File: src/glid_pkg.sv
`default_nettype none
// ----------------------------------------------------------------------------
// glid_pkg
// Types and constants for the GLONASS interval/day to Julian day converter.
// ----------------------------------------------------------------------------
package glid_pkg;

	typedef enum logic [0:0] {
		OP_TO_JD   = 1'b0,
		OP_FROM_JD = 1'b1
	} op_t;

	typedef enum logic [1:0] {
		ERR_NONE       = 2'd0,
		ERR_EARLY_YEAR = 2'd1,
		ERR_INTERVAL   = 2'd2
	} err_t;

	typedef struct packed {
		logic        op;
		logic [4:0]  interval_number;
		logic [10:0] interval_day;
		logic [21:0] julian_day_in;
		logic [26:0] day_millis_in;
	} conv_in_t;

	typedef struct packed {
		logic [21:0] julian_day_out;
		logic [4:0]  interval_out;
		logic [10:0] interval_day_out;
		logic [26:0] day_millis_out;
		logic [1:0]  error_code;
	} conv_out_t;

	// Julian day of 1 Jan 1996
	localparam logic [21:0] JAN1_1996       = 22'd2450084;
	// first Julian day past the last valid interval (1 Jan 2120)
	localparam logic [21:0] JD_LIMIT        = 22'd2495374;
	localparam logic [4:0]  NO_LEAP_N4      = 5'd27;
	localparam logic [8:0]  DAYS_YEAR       = 9'd365;
	localparam logic [8:0]  DAYS_LEAP       = 9'd366;
	localparam logic [10:0] DAYS_TWO_YEARS  = 11'd730;
	localparam logic [15:0] DAYS_INTERVAL   = 16'd1461;
	// day offset from 1996 where the interval after 2100 begins
	localparam logic [15:0] POST_2100_START = 16'd39446;
	// year offset of 2100 from 1996
	localparam logic [6:0]  YEAR_2100_OFF   = 7'd104;
	// ceil(2^26 / 1461), exact floor for offsets below 94519
	localparam logic [31:0] DIV_MUL         = 32'd45934;
	localparam int          DIV_SHIFT       = 26;

	typedef struct packed {
		logic        op;
		logic [1:0]  err;
		logic [26:0] millis;
		logic [4:0]  n4m1;
		logic [1:0]  yi;
		logic [10:0] doy;
		logic [15:0] d2;
	} stage1_t;

	typedef struct packed {
		logic        op;
		logic [1:0]  err;
		logic [26:0] millis;
		logic [21:0] jan1;
		logic [10:0] doy;
		logic [15:0] d2;
		logic [4:0]  q;
	} stage2_t;

endpackage

`default_nettype wire

File: src/glonass_interval_day_julian_convert.sv
`default_nettype none
// ----------------------------------------------------------------------------
// glonass_interval_day_julian_convert
// Converts GLONASS N4/day-in-interval to Julian day number and back.
// ----------------------------------------------------------------------------
// Fully pipelined: a new word is taken on every cycle that start is high and
// busy is low, and busy is high only while in reset and the cycle after.
// Each word's result appears on result with done high, in order, after passing
// through the three pipeline registers (decode, the 1 Jan day and the reciprocal
// multiply for the interval index, final assembly). Results must be captured
// when done is high.
module glonass_interval_day_julian_convert import glid_pkg::*; (
	input  wire logic     clk,
	input  wire logic     arst_n,
	input  wire logic     start,
	output logic          busy,
	input  wire conv_in_t request,
	output logic          done,
	output conv_out_t     result
);

	logic    ready_q;
	logic    v_s1;
	logic    v_s2;
	stage1_t data_s1;
	stage2_t data_s2;

	always_ff @(posedge clk or negedge arst_n) begin
		if (!arst_n) begin
			ready_q <= 1'b0;
		end else begin
			ready_q <= 1'b1;
		end
	end

	assign busy = !ready_q;

	glid_decode u_decode (
		.clk     (clk),
		.arst_n  (arst_n),
		.valid   (start && ready_q),
		.request (request),
		.v_s1    (v_s1),
		.data_s1 (data_s1)
	);

	glid_calc u_calc (
		.clk     (clk),
		.arst_n  (arst_n),
		.v_s1    (v_s1),
		.data_s1 (data_s1),
		.v_s2    (v_s2),
		.data_s2 (data_s2)
	);

	glid_finish u_finish (
		.clk     (clk),
		.arst_n  (arst_n),
		.v_s2    (v_s2),
		.data_s2 (data_s2),
		.v_s3    (done),
		.data_s3 (result)
	);

endmodule

`default_nettype wire

File: src/glid_decode.sv
`default_nettype none
// ----------------------------------------------------------------------------
// glid_decode
// Stage 1: year-in-interval split, range checks and day offset from 1996.
// ----------------------------------------------------------------------------
module glid_decode import glid_pkg::*; (
	input  wire logic     clk,
	input  wire logic     arst_n,
	input  wire logic     valid,
	input  wire conv_in_t request,
	output logic          v_s1,
	output stage1_t       data_s1
);

	stage1_t     nxt;
	logic [10:0] lim1;
	logic [10:0] lim2;
	logic [10:0] lim3;
	logic [15:0] dofs;

	always_comb begin
		nxt        = '0;
		nxt.op     = request.op;
		nxt.millis = request.day_millis_in;
		nxt.n4m1   = request.interval_number - 5'd1;
		lim1 = (request.interval_number == NO_LEAP_N4) ? 11'(DAYS_YEAR) : 11'(DAYS_LEAP);
		lim2 = lim1 + 11'(DAYS_YEAR);
		lim3 = lim1 + DAYS_TWO_YEARS;
		if (request.interval_day <= lim1) begin
			nxt.yi  = 2'd0;
			nxt.doy = request.interval_day;
		end else if (request.interval_day <= lim2) begin
			nxt.yi  = 2'd1;
			nxt.doy = request.interval_day - lim1;
		end else if (request.interval_day <= lim3) begin
			nxt.yi  = 2'd2;
			nxt.doy = request.interval_day - lim2;
		end else begin
			nxt.yi  = 2'd3;
			nxt.doy = request.interval_day - lim3;
		end
		dofs   = 16'(request.julian_day_in - JAN1_1996);
		nxt.d2 = dofs + 16'(dofs >= POST_2100_START);
		if (request.op == OP_TO_JD) begin
			nxt.err = (request.interval_number == 5'd0) ? ERR_INTERVAL : ERR_NONE;
		end else if (request.julian_day_in < JAN1_1996) begin
			nxt.err = ERR_EARLY_YEAR;
		end else if (request.julian_day_in >= JD_LIMIT) begin
			nxt.err = ERR_INTERVAL;
		end else begin
			nxt.err = ERR_NONE;
		end
	end

	always_ff @(posedge clk or negedge arst_n) begin
		if (!arst_n) begin
			v_s1 <= 1'b0;
		end else begin
			v_s1 <= valid;
		end
	end

	always_ff @(posedge clk) begin
		data_s1 <= nxt;
	end

endmodule

`default_nettype wire

File: src/glid_calc.sv
`default_nettype none
// ----------------------------------------------------------------------------
// glid_calc
// Stage 2: Julian day of 1 Jan for op 0, interval index by reciprocal
// multiply for op 1.
// ----------------------------------------------------------------------------
module glid_calc import glid_pkg::*; (
	input  wire logic    clk,
	input  wire logic    arst_n,
	input  wire logic    v_s1,
	input  wire stage1_t data_s1,
	output logic         v_s2,
	output stage2_t      data_s2
);

	logic [6:0]  off;
	logic [5:0]  leaps;
	logic [15:0] yr_days;
	logic [31:0] prod;
	stage2_t     nxt;

	always_comb begin
		off     = {data_s1.n4m1, data_s1.yi};
		leaps   = 6'((8'(off) + 8'd3) >> 2) - 6'(off > YEAR_2100_OFF);
		yr_days = 16'(off) * 16'(DAYS_YEAR);
		prod    = 32'(data_s1.d2) * DIV_MUL;
		nxt        = '0;
		nxt.op     = data_s1.op;
		nxt.err    = data_s1.err;
		nxt.millis = data_s1.millis;
		nxt.doy    = data_s1.doy;
		nxt.d2     = data_s1.d2;
		nxt.jan1   = JAN1_1996 + 22'(yr_days) + 22'(leaps);
		nxt.q      = 5'(prod >> DIV_SHIFT);
	end

	always_ff @(posedge clk or negedge arst_n) begin
		if (!arst_n) begin
			v_s2 <= 1'b0;
		end else begin
			v_s2 <= v_s1;
		end
	end

	always_ff @(posedge clk) begin
		data_s2 <= nxt;
	end

endmodule

`default_nettype wire

File: src/glid_finish.sv
`default_nettype none
// ----------------------------------------------------------------------------
// glid_finish
// Stage 3: final Julian day, interval remainder and result word assembly.
// ----------------------------------------------------------------------------
module glid_finish import glid_pkg::*; (
	input  wire logic    clk,
	input  wire logic    arst_n,
	input  wire logic    v_s2,
	input  wire stage2_t data_s2,
	output logic         v_s3,
	output conv_out_t    data_s3
);

	logic [15:0] ivl_base;
	logic [10:0] rem;
	conv_out_t   nxt;

	always_comb begin
		ivl_base = 16'(data_s2.q) * DAYS_INTERVAL;
		rem      = 11'(data_s2.d2 - ivl_base);
		nxt                = '0;
		nxt.day_millis_out = data_s2.millis;
		nxt.error_code     = data_s2.err;
		if (data_s2.err == ERR_NONE) begin
			if (data_s2.op == OP_TO_JD) begin
				nxt.julian_day_out = data_s2.jan1 + 22'(data_s2.doy) - 22'd1;
			end else begin
				nxt.interval_out     = data_s2.q + 5'd1;
				nxt.interval_day_out = rem + 11'd1;
			end
		end
	end

	always_ff @(posedge clk or negedge arst_n) begin
		if (!arst_n) begin
			v_s3 <= 1'b0;
		end else begin
			v_s3 <= v_s2;
		end
	end

	always_ff @(posedge clk) begin
		data_s3 <= nxt;
	end

endmodule

`default_nettype wire

File: config.mk
export PLATFORM = sky130hd
export DESIGN_NAME = glonass_interval_day_julian_convert
export DESIGN_NICKNAME = d
export VERILOG_FILES = /design/src/glid_pkg.sv /design/src/glonass_interval_day_julian_convert.sv /design/src/glid_decode.sv /design/src/glid_calc.sv /design/src/glid_finish.sv
export SDC_FILE = /design/constraint.sdc
export NUM_CORES = 1
export LEC_CHECK = 0
export BUFFER_PORTS_ARGS = -buffer_cell sky130_fd_sc_hd__buf_2
export CORE_MARGIN = 3
export CORE_UTILIZATION = 40
export CTS_BUF_LIST = sky130_fd_sc_hd__clkbuf_2
export CTS_CLUSTER_DIAMETER = 80
export CTS_CLUSTER_SIZE = 14
export DETAILED_ROUTE_END_ITERATION = 16
export PLACE_DENSITY = 0.65
export SLEW_MARGIN = 15
export SYNTH_ARGS = -nofsm -noshare
export SYNTH_HDL_FRONTEND = slang
export SYNTH_SLANG_ARGS = --single-unit
File: constraint.sdc
create_clock -name clk -period 5.45 [get_ports clk]
set_input_delay 0.545 -clock clk [delete_from_list [all_inputs] [get_ports clk]]
set_output_delay 0.545 -clock clk [all_outputs]
set_load 0.02 [all_outputs]
==> results.cfg, run 1 <==
[run_status]
status = finished, final reports clean

[worst_setup_path]
crit_top_cell = inv_1
r2r-start = u_decode.data_s1[12]$_DFF_P_
crit_chain = buf_4 > ha_1 > inv_1 > fa_1 > inv_1 > fa_1 > inv_1 > fa_1 > inv_1 > fa_1 > inv_1 > fa_1 > inv_1 > ha_1 > o21ai_0 > a211oi_1 > a221oi_2 > nor2b_1 > or3_1 > nand3_1
crit_path_start_kind = flip-flop
critPathKind = reg2reg
worstPathArrival_ps = 6060
ff2ff_setup_slack_ps = 200
cp-end-kind = flip-flop
crit_required_ps = 6250
r2r_end = u_calc.data_s2[2]$_DFF_P_
rr_worst_depth = 20
worstPathMaxFanout = 4
cp_slowest_cell = fa_1
slowest_delay_ps = 530

[floorplanning]
die_w_um = 202.8
core_area_um2 = 37930
die-height_um = 202.8
fp-row-count = 71
pin_count = 138
start_util_pct = 40.84
die_area_um2 = 41130

[sta]
period_needed_ps = 5255
timing.final.crit_share_pct = 96.42
relSlewSlack_pct = 39.51
finalHoldViolCount = 0
finalSetupViolCount = 0
timing.hold.ws_ps = 63.03
worst_pin_slew_ps = 902.4
slew_viol_final = 0
rsz0062_at_grt = yes
skew_ps = 93.83
fmax_ghz = 0.1903

[clock_network]
numCtsBuffers = 20
clk_latency_ps = 830
htreeDepth = 1
clock-sinks = 212
clock-root-buffer = clkbuf_2
clockBufferDepth = 3
clk_transition_reported_paths_ps = 270
cts_tree = yes

[min_path]
hold_start = request[36]
hold_depth = 3
hold-path-endpoint = u_decode.data_s1[10]$_DFF_P_
hold_class = in2reg

[synth]
yosys.area.top_type = dfxtp_1
ys.flop_type = dfxtp_1
syn_inst = 1587
synth_top_area_share_pct = 26.88
synthesis.nets = 2055
synth_area_leaders = dfxtp_1 (27%), ha_1 (21%), fa_1 (18%)
yosysMostFrequentCell = inv_1
seq_area_frac_synth_pct = 27.52
synth_edf_count = 0
ys_warn_count = 0
synth_cell_types = 71
synth_area_um2 = 15490
synth_seq_cells = 212
synth_common_cells = inv_1 (342), ha_1 (260), dfxtp_1 (208), fa_1 (139), nor2_1 (66)
synth-async-reset-ratio_pct = 1.887
avgSynthCellArea_um2 = 9.762

[grt]
grt_pass1_wl_um = 54810
grt_max_degree = 20
grt_overflow = 0
antenna_found_initial = 2
grt_pass1_vias = 11090
track_usage_pct = 15.96

[cells_and_area]
final_area_um2 = 17710
fillers = 3522
stdcell_count = 2312
nNetsFinal = 2262
fin_util_pct = 46.69
drive_above_1_share_pct = 12.72
areaGrowthSynthToFinish_pct = 14.31

[drt]
num_vias = 11130
drc = 0
dr.first_iter.drc_count = 456
vias_per_cell = 4.816
ant_nets = 0
firstDrtPassIters = 5
wire_per_inst_um = 14.16
drt_wl_total_um = 32740

[placement]
placed_area_um2 = 16870
place.gp.congestion = 0.8949
dpl.hpwl_um = 26700
dpl.cell_count = 2230
io_buffers = 137

[job]
maxCapViolations = 0
flip-flops by register name (all words and copies together) (netlist names):
| register | flops |
|---|---|
| ready_q | 1 |
| u_calc.data_s2 | 77 |
| u_calc.v_s2 | 1 |
| u_decode.data_s1 | 64 |
| u_decode.v_s1 | 1 |
| u_finish.data_s3 | 67 |
| u_finish.v_s3 | 1 |
worst max-delay path by stage:
stage / slack [ps] / from / depth (start not counted) / to
detailed placement: 30 / u_decode.data_s1[12]$_DFF_P_ / 19 / u_calc.data_s2[4]$_DFF_P_
floorplan: 270 / u_decode.data_s1[12]$_DFF_P_ / 19 / u_calc.data_s2[2]$_DFF_P_
global placement: 170 / u_decode.data_s1[12]$_DFF_P_ / 19 / u_calc.data_s2[2]$_DFF_P_
finish: 200 / u_decode.data_s1[12]$_DFF_P_ / 20 / u_calc.data_s2[2]$_DFF_P_
CTS: 90 / u_decode.data_s1[9]$_DFF_P_ / 17 / u_calc.data_s2[2]$_DFF_P_
global route: -50 / u_decode.data_s1[12]$_DFF_P_ / 20 / u_calc.data_s2[2]$_DFF_P_
per-layer routing:
metal	up-vias	routed length, µm	global-route usage, %
met3	37	1416	1.892
li1	5625	-	-
met4	2	578	3.143
met5	-	20	0
met2	248	14800	26.33
met1	5222	15920	22.76
cell type report:
type / instances / area (µm²) / share of cell area [%]
clock inverter: 6 / 113.9 / 0.6429
clock buffer: 22 / 110.1 / 0.6217
sequential: 212 / 4282 / 24.18
antenna: 1 / 2.502 / 0.01413
tap: 511 / 639.4 / 3.610
inverter: 343 / 1291 / 7.291
timing repair buffer: 211 / 1365 / 7.708
multi-input combinational: 1006 / 9906 / 55.93
critical path, delay by kind of cell, from the launching register on:
| family | cells | cell delay, ps |
|---|---|---|
| AOI/OAI and AO/OA | 3 | 710 |
| adders and majority gates | 7 | 3100 |
| buffers and inverters | 7 | 490 |
| DFF | 1 | 400 |
| and+or+nand+nor | 3 | 500 |
per-stage QoR:
| stage | setup TNS (ps) | setup slack [ps] |
|---|---|---|
| 2_1_floorplan | 0 | 267.1 |
| 3_3_place_gp | 0 | 167.6 |
| 3_5_place_dp | 0 | 27.74 |
| 4_1_cts | 0 | 86.26 |
| 5_1_grt | -128.3 | -54.08 |
| 6_report | 0 | 195.2 |
kinds of logic after synthesis:
logic type | Yosys count | synth area share [%]
flip-flops | 212 | 27.52
AO/OA/AOI/OAI | 252 | 11.02
buffers and inverters | 369 | 9.005
other | 1 | 0.02421
AND/OR/NAND/NOR | 270 | 8.666
XOR/XNOR | 78 | 4.410
multiplexers | 6 | 0.3957
adder cells (fa/ha/maj) | 399 | 38.96
repair_timing:
item / 4_1_cts / 5_1_grt
setup endpoints to repair: 2 / 9
resized for setup: 1 / 28
hold buffers: 48 / 0
hold endpoints to repair: 50 / 0
setup buffers: 0 / 5
pin swaps: 0 / 17
layout by cell type, fill, tap and decap left out, types with 25 or more instances in the layout:
master / count
o21ai_0: 31
nand2_1: 60
dlygate4sd3_1: 48
fa_1: 138
nor2_1: 65
dfxtp_1: 198
buf_4: 25
xnor2_1: 56
a21oi_1: 57
ha_1: 257
inv_1: 338
nor3_1: 29
buf_2: 137
Power of run 1 is left out: the tool's default activity adds up to more than one toggle a clock period on the data nets, which glitch-free logic cannot reach.
==> inputs of run 2 (changes only) <==
ABC_CLOCK_PERIOD_IN_PS = 5450   (was unset)
SETUP_SLACK_MARGIN = 0.3   (was unset)
==> results.cfg, run 2 (synthesized netlist as in run 1, its figures left out) <==
[run_status]
status = finished, final reports clean

[drt]
ant_nets = 0
num_vias = 11250
drt_wl_total_um = 33380
firstDrtPassIters = 5
dr.first_iter.drc_count = 498
wire_per_inst_um = 14.37
drc = 0
vias_per_cell = 4.844

[cells_and_area]
reg_top3 = u_calc.data_s2 (77), u_finish.data_s3 (67), u_decode.data_s1 (64)
drive_above_1_share_pct = 15.07
multi_input_area_um2 = 10040
final_common_cell = inv_1
seqCellArea_um2 = 4305
nNetsFinal = 2272
regMostFlops = u_calc.data_s2
fillers = 3524
final_cell_mix = inv_1 (331), ha_1 (249), dfxtp_1 (193)
largest_reg_flops = 77
areaGrowthSynthToFinish_pct = 15.67

[grt]
track_usage_pct = 16.25
grt_overflow = 0
grt_pass1_vias = 11460
antenna_found_initial = 1
grt_pass1_wl_um = 55940
grt_max_degree = 20

[worst_setup_path]
crit_path_start_kind = flip-flop
cp-end-kind = flip-flop
rr_worst_depth = 20
critPathKind = reg2reg
ff2ff_setup_slack_ps = 130
worstPathArrival_ps = 6050
crit_required_ps = 6180
worstPathMaxFanout = 3
r2r_end = u_calc.data_s2[4]$_DFF_P_
r2r-start = u_decode.data_s1[14]$_DFF_P_

[placement]
place.gp.congestion = 0.8877
io_buffers = 137
dpl.hpwl_um = 26680

[job]
maxCapViolations = 0

[sta]
worst_pin_slew_ps = 1004
slew_viol_final = 0
rsz0062_at_grt = yes
relSlewSlack_pct = 32.70
timing.final.crit_share_pct = 97.63
finalSetupViolCount = 0
tns_ps = 0
finalHoldViolCount = 0
skew_ps = 62.27
period_needed_ps = 5321
fmax_ghz = 0.1879

[clock_network]
clk_transition_reported_paths_ps = 250
clockBufferDepth = 3
htreeDepth = 1
clock-sinks = 212
cts_tree = yes
clk_latency_ps = 820
clock-root-buffer = clkbuf_2
numCtsBuffers = 20

[floorplanning]
die-height_um = 202.8
core_area_um2 = 37930
pin_count = 138
fp-row-count = 71
die_w_um = 202.8
start_util_pct = 40.84
die_area_um2 = 41130

[min_path]
hold_depth = 2
hold-path-endpoint = u_decode.data_s1[22]$_DFF_P_
hold_start = request[55]
hold_class = in2reg
## run 2: stage by stage
step / cell area [µm²] / setup WS, ps / util [%] / hold WS, ps / instances
floorplan: 15500 / 332.5 / - / 249.4 / 1587
global placement: 16850 / 162.3 / 44.42 / 310.1 / 2226
detailed placement: 16850 / 33.77 / 44.42 / 312.1 / 2226
CTS: 17700 / 243.2 / 46.66 / 8.528 / 2313
global route: 17920 / -55.65 / 47.24 / 27.02 / 2323
finish: 17920 / 128.9 / 47.24 / 95.35 / 2323
## run 2: layer usage
| layer | wire, µm | global-route usage (%) | up-vias |
|---|---|---|---|
| met5 | 0 | 0 | - |
| met4 | 694 | 3.662 | 0 |
| met3 | 1521 | 2.261 | 47 |
| met2 | 15400 | 27.46 | 263 |
| met1 | 15760 | 22.20 | 5297 |
| li1 | - | - | 5646 |
## run 2: worst max-delay path by stage
| stage | startpoint | to | slack, ps |
|---|---|---|---|
| 6_report | u_decode.data_s1[14]$_DFF_P_ | u_calc.data_s2[4]$_DFF_P_ | 130 |
| 3_3_place_gp | u_decode.data_s1[13]$_DFF_P_ | u_calc.data_s2[3]$_DFF_P_ | 160 |
| 5_1_grt | u_decode.data_s1[14]$_DFF_P_ | u_calc.data_s2[2]$_DFF_P_ | -60 |
| 3_5_place_dp | u_decode.data_s1[13]$_DFF_P_ | u_calc.data_s2[4]$_DFF_P_ | 30 |
| 4_1_cts | u_decode.data_s1[14]$_DFF_P_ | u_calc.data_s2[2]$_DFF_P_ | 240 |
| 2_1_floorplan | u_decode.data_s1[12]$_DFF_P_ | u_calc.data_s2[2]$_DFF_P_ | 330 |
## run 2: worst max-delay path: stages, from the launching register on
cell	delay [ps]
dfxtp_4	430
clkinvlp_4	120
buf_6	130
fa_1	470
inv_1	50
fa_1	490
inv_2	50
fa_1	550
inv_2	40
fa_2	460
fa_1	490
inv_1	50
fa_1	520
inv_2	50
ha_4	210
a21oi_2	140
o211ai_1	110
a221oi_2	390
nor2_2	110
o211a_1	220
nor3_2	160
## run 2: cell type report
cell class | instances | area share, %
inverters | 343 | 7.269
well taps | 511 | 3.568
clock inverters | 5 | 0.3351
multi-input cells | 1006 | 56.03
repair buffers | 221 | 8.085
clock buffers | 24 | 0.6703
diodes | 1 | 0.01396
flip-flops and latches | 212 | 24.03
## run 2: timing repair
action,4_1_cts,5_1_grt
hold buffers,50,0
resized for setup,37,39
endpoints found under the hold margin,50,0
buffers inserted,8,9
endpoints found under the setup margin,6,11
pin swaps,15,34
gates cloned,0,0
Power of run 2 is left out for the same reason.
==> inputs of run 3 (changes only) <==
CAP_MARGIN = 25   (was unset)
CORE_MARGIN = 1   (was 3)
RECOVER_POWER = 50   (was unset)
==> results.cfg, run 3 (synthesized netlist as in run 1, its figures left out) <==
[floorplanning]
core_area_um2 = 37930
die_area_um2 = 39520
die_w_um = 198.8
fp-row-count = 71
pin_count = 138
start_util_pct = 40.84
die-height_um = 198.8

[drt]
num_vias = 11280
wire_per_inst_um = 14.29
dr.first_iter.drc_count = 495
ant_nets = 0
drt_wl_total_um = 33150
drc = 0
vias_per_cell = 4.861
firstDrtPassIters = 7

[sta]
worst_pin_slew_ps = 1045
finalSetupViolCount = 0
period_needed_ps = 5254
finalHoldViolCount = 0
timing.final.crit_share_pct = 96.40
slew_viol_final = 0
fmax_ghz = 0.1903
skew_ps = 67.15
rsz0062_at_grt = yes
relSlewSlack_pct = 30.31

[cells_and_area]
drive_above_1_share_pct = 13.83
final_area_um2 = 17860
areaGrowthSynthToFinish_pct = 15.28
multi_input_area_um2 = 10040
seqCellArea_um2 = 4294
final_common_cell = inv_1
reg_top3 = u_calc.data_s2 (77), u_finish.data_s3 (67), u_decode.data_s1 (64)
nNetsFinal = 2271
final_cell_mix = inv_1 (331), ha_1 (249), dfxtp_1 (196)
largest_reg_flops = 77
fillers = 3586
regMostFlops = u_calc.data_s2

[worst_setup_path]
worstPathArrival_ps = 6030
worstPathMaxFanout = 4
crit_path_start_kind = flip-flop
crit_required_ps = 6230
cp-end-kind = flip-flop
critPathKind = reg2reg

[grt]
track_usage_pct = 17.07
grt.busiest_layer = met2
grt_max_degree = 20
grt_use_met1_pct = 23.18
grt_pass1_vias = 11360
use_met2_pct = 29.00
antenna_found_initial = 1
grt_overflow = 0
met3_usage_pct = 1.916
grt_pass1_wl_um = 54870

[placement]
place.gp.congestion = 0.8610
io_buffers = 137
placed_area_um2 = 16850
dpl.hpwl_um = 26860

[job]
maxCapViolations = 0

[clock_network]
clk_latency_ps = 840
clockBufferDepth = 3
htreeDepth = 1
numCtsBuffers = 20
clk_transition_reported_paths_ps = 260
clock-sinks = 212
cts_tree = yes
clock-root-buffer = clkbuf_2

[run_status]
status = finished, final reports clean

[min_path]
hold_class = in2reg
-- run 3: changes by cell type in the layout (fill, tap and decap cells not counted), sizes merged --
cell / delta
buf: -16
clkbuf: +12
clkinvlp: -4
inv: +3
clkinv: +1
dlygate4sd3: +1
-- run 3: area by class of cell --
class	count	area share, %
Multi-Input combinational cell	1006	56.24
Sequential cell	212	24.04
Timing Repair Buffer	220	7.924
Inverter	343	7.230
Tap cell	511	3.580
Clock buffer	22	0.6165
Clock inverter	5	0.3503
Antenna cell	1	0.01401
-- run 3: critical path, cell delays in order (launching register included) --
cell,delay [ps]
dfxtp_4,430
clkinvlp_4,130
fa_1,510
inv_2,40
fa_1,540
inv_1,50
fa_1,490
inv_2,40
fa_2,440
fa_1,510
inv_2,50
fa_1,530
inv_2,50
ha_4,150
a22oi_2,200
o211ai_1,150
a221oi_2,370
nor2b_1,130
or3_1,330
nand3_1,70
-- run 3: worst paths after layout --
kind                       cells past startpoint                      endpoint                         start  slack, ps
max                                           19     u_calc.data_s2[2]$_DFF_P_  u_decode.data_s1[13]$_DFF_P_        200
min                                            2  u_decode.data_s1[21]$_DFF_P_                   request[54]        100
max reg2reg                                   19     u_calc.data_s2[2]$_DFF_P_  u_decode.data_s1[13]$_DFF_P_        200
min reg2reg                                    0   u_finish.data_s3[1]$_DFF_P_    u_calc.data_s2[82]$_DFF_P_        310
max in group asynchronous                      3       u_finish.v_s3$_DFF_PN0_                        arst_n       4630
min in group asynchronous                      3         u_calc.v_s2$_DFF_PN0_                        arst_n        640
-- run 3: timing repair --
item	4_1_cts	5_1_grt
endpoints found under the setup margin	8	14
buffers inserted	9	5
endpoints found under the hold margin	51	0
pin swaps	24	17
hold buffers	51	0
gates resized for setup	43	30
-- run 3: per-layer routing --
| metal | part of all wire, % | vias to the layer above |
|---|---|---|
| li1 | - | 5645 |
| met1 | 48 | 5342 |
| met2 | 46 | 251 |
| met3 | 4.1 | 40 |
| met4 | 2.0 | 0 |
| met5 | 0 | - |
-- run 3: metrics by stage --
step	TNS [ps]	cells	setup WS, ps	hold slack [ps]	utilization, %
floorplan	0	1587	332.5	249.4	-
global placement	0	2227	158.0	310.1	44.42
detailed placement	-42.32	2227	-23.69	312.1	44.42
CTS	0	2314	301.6	17.65	46.76
global route	-4.206	2320	-2.462	37.63	47.08
finish	0	2320	196.4	98.64	47.08
Power of run 3 is left out for the same reason.
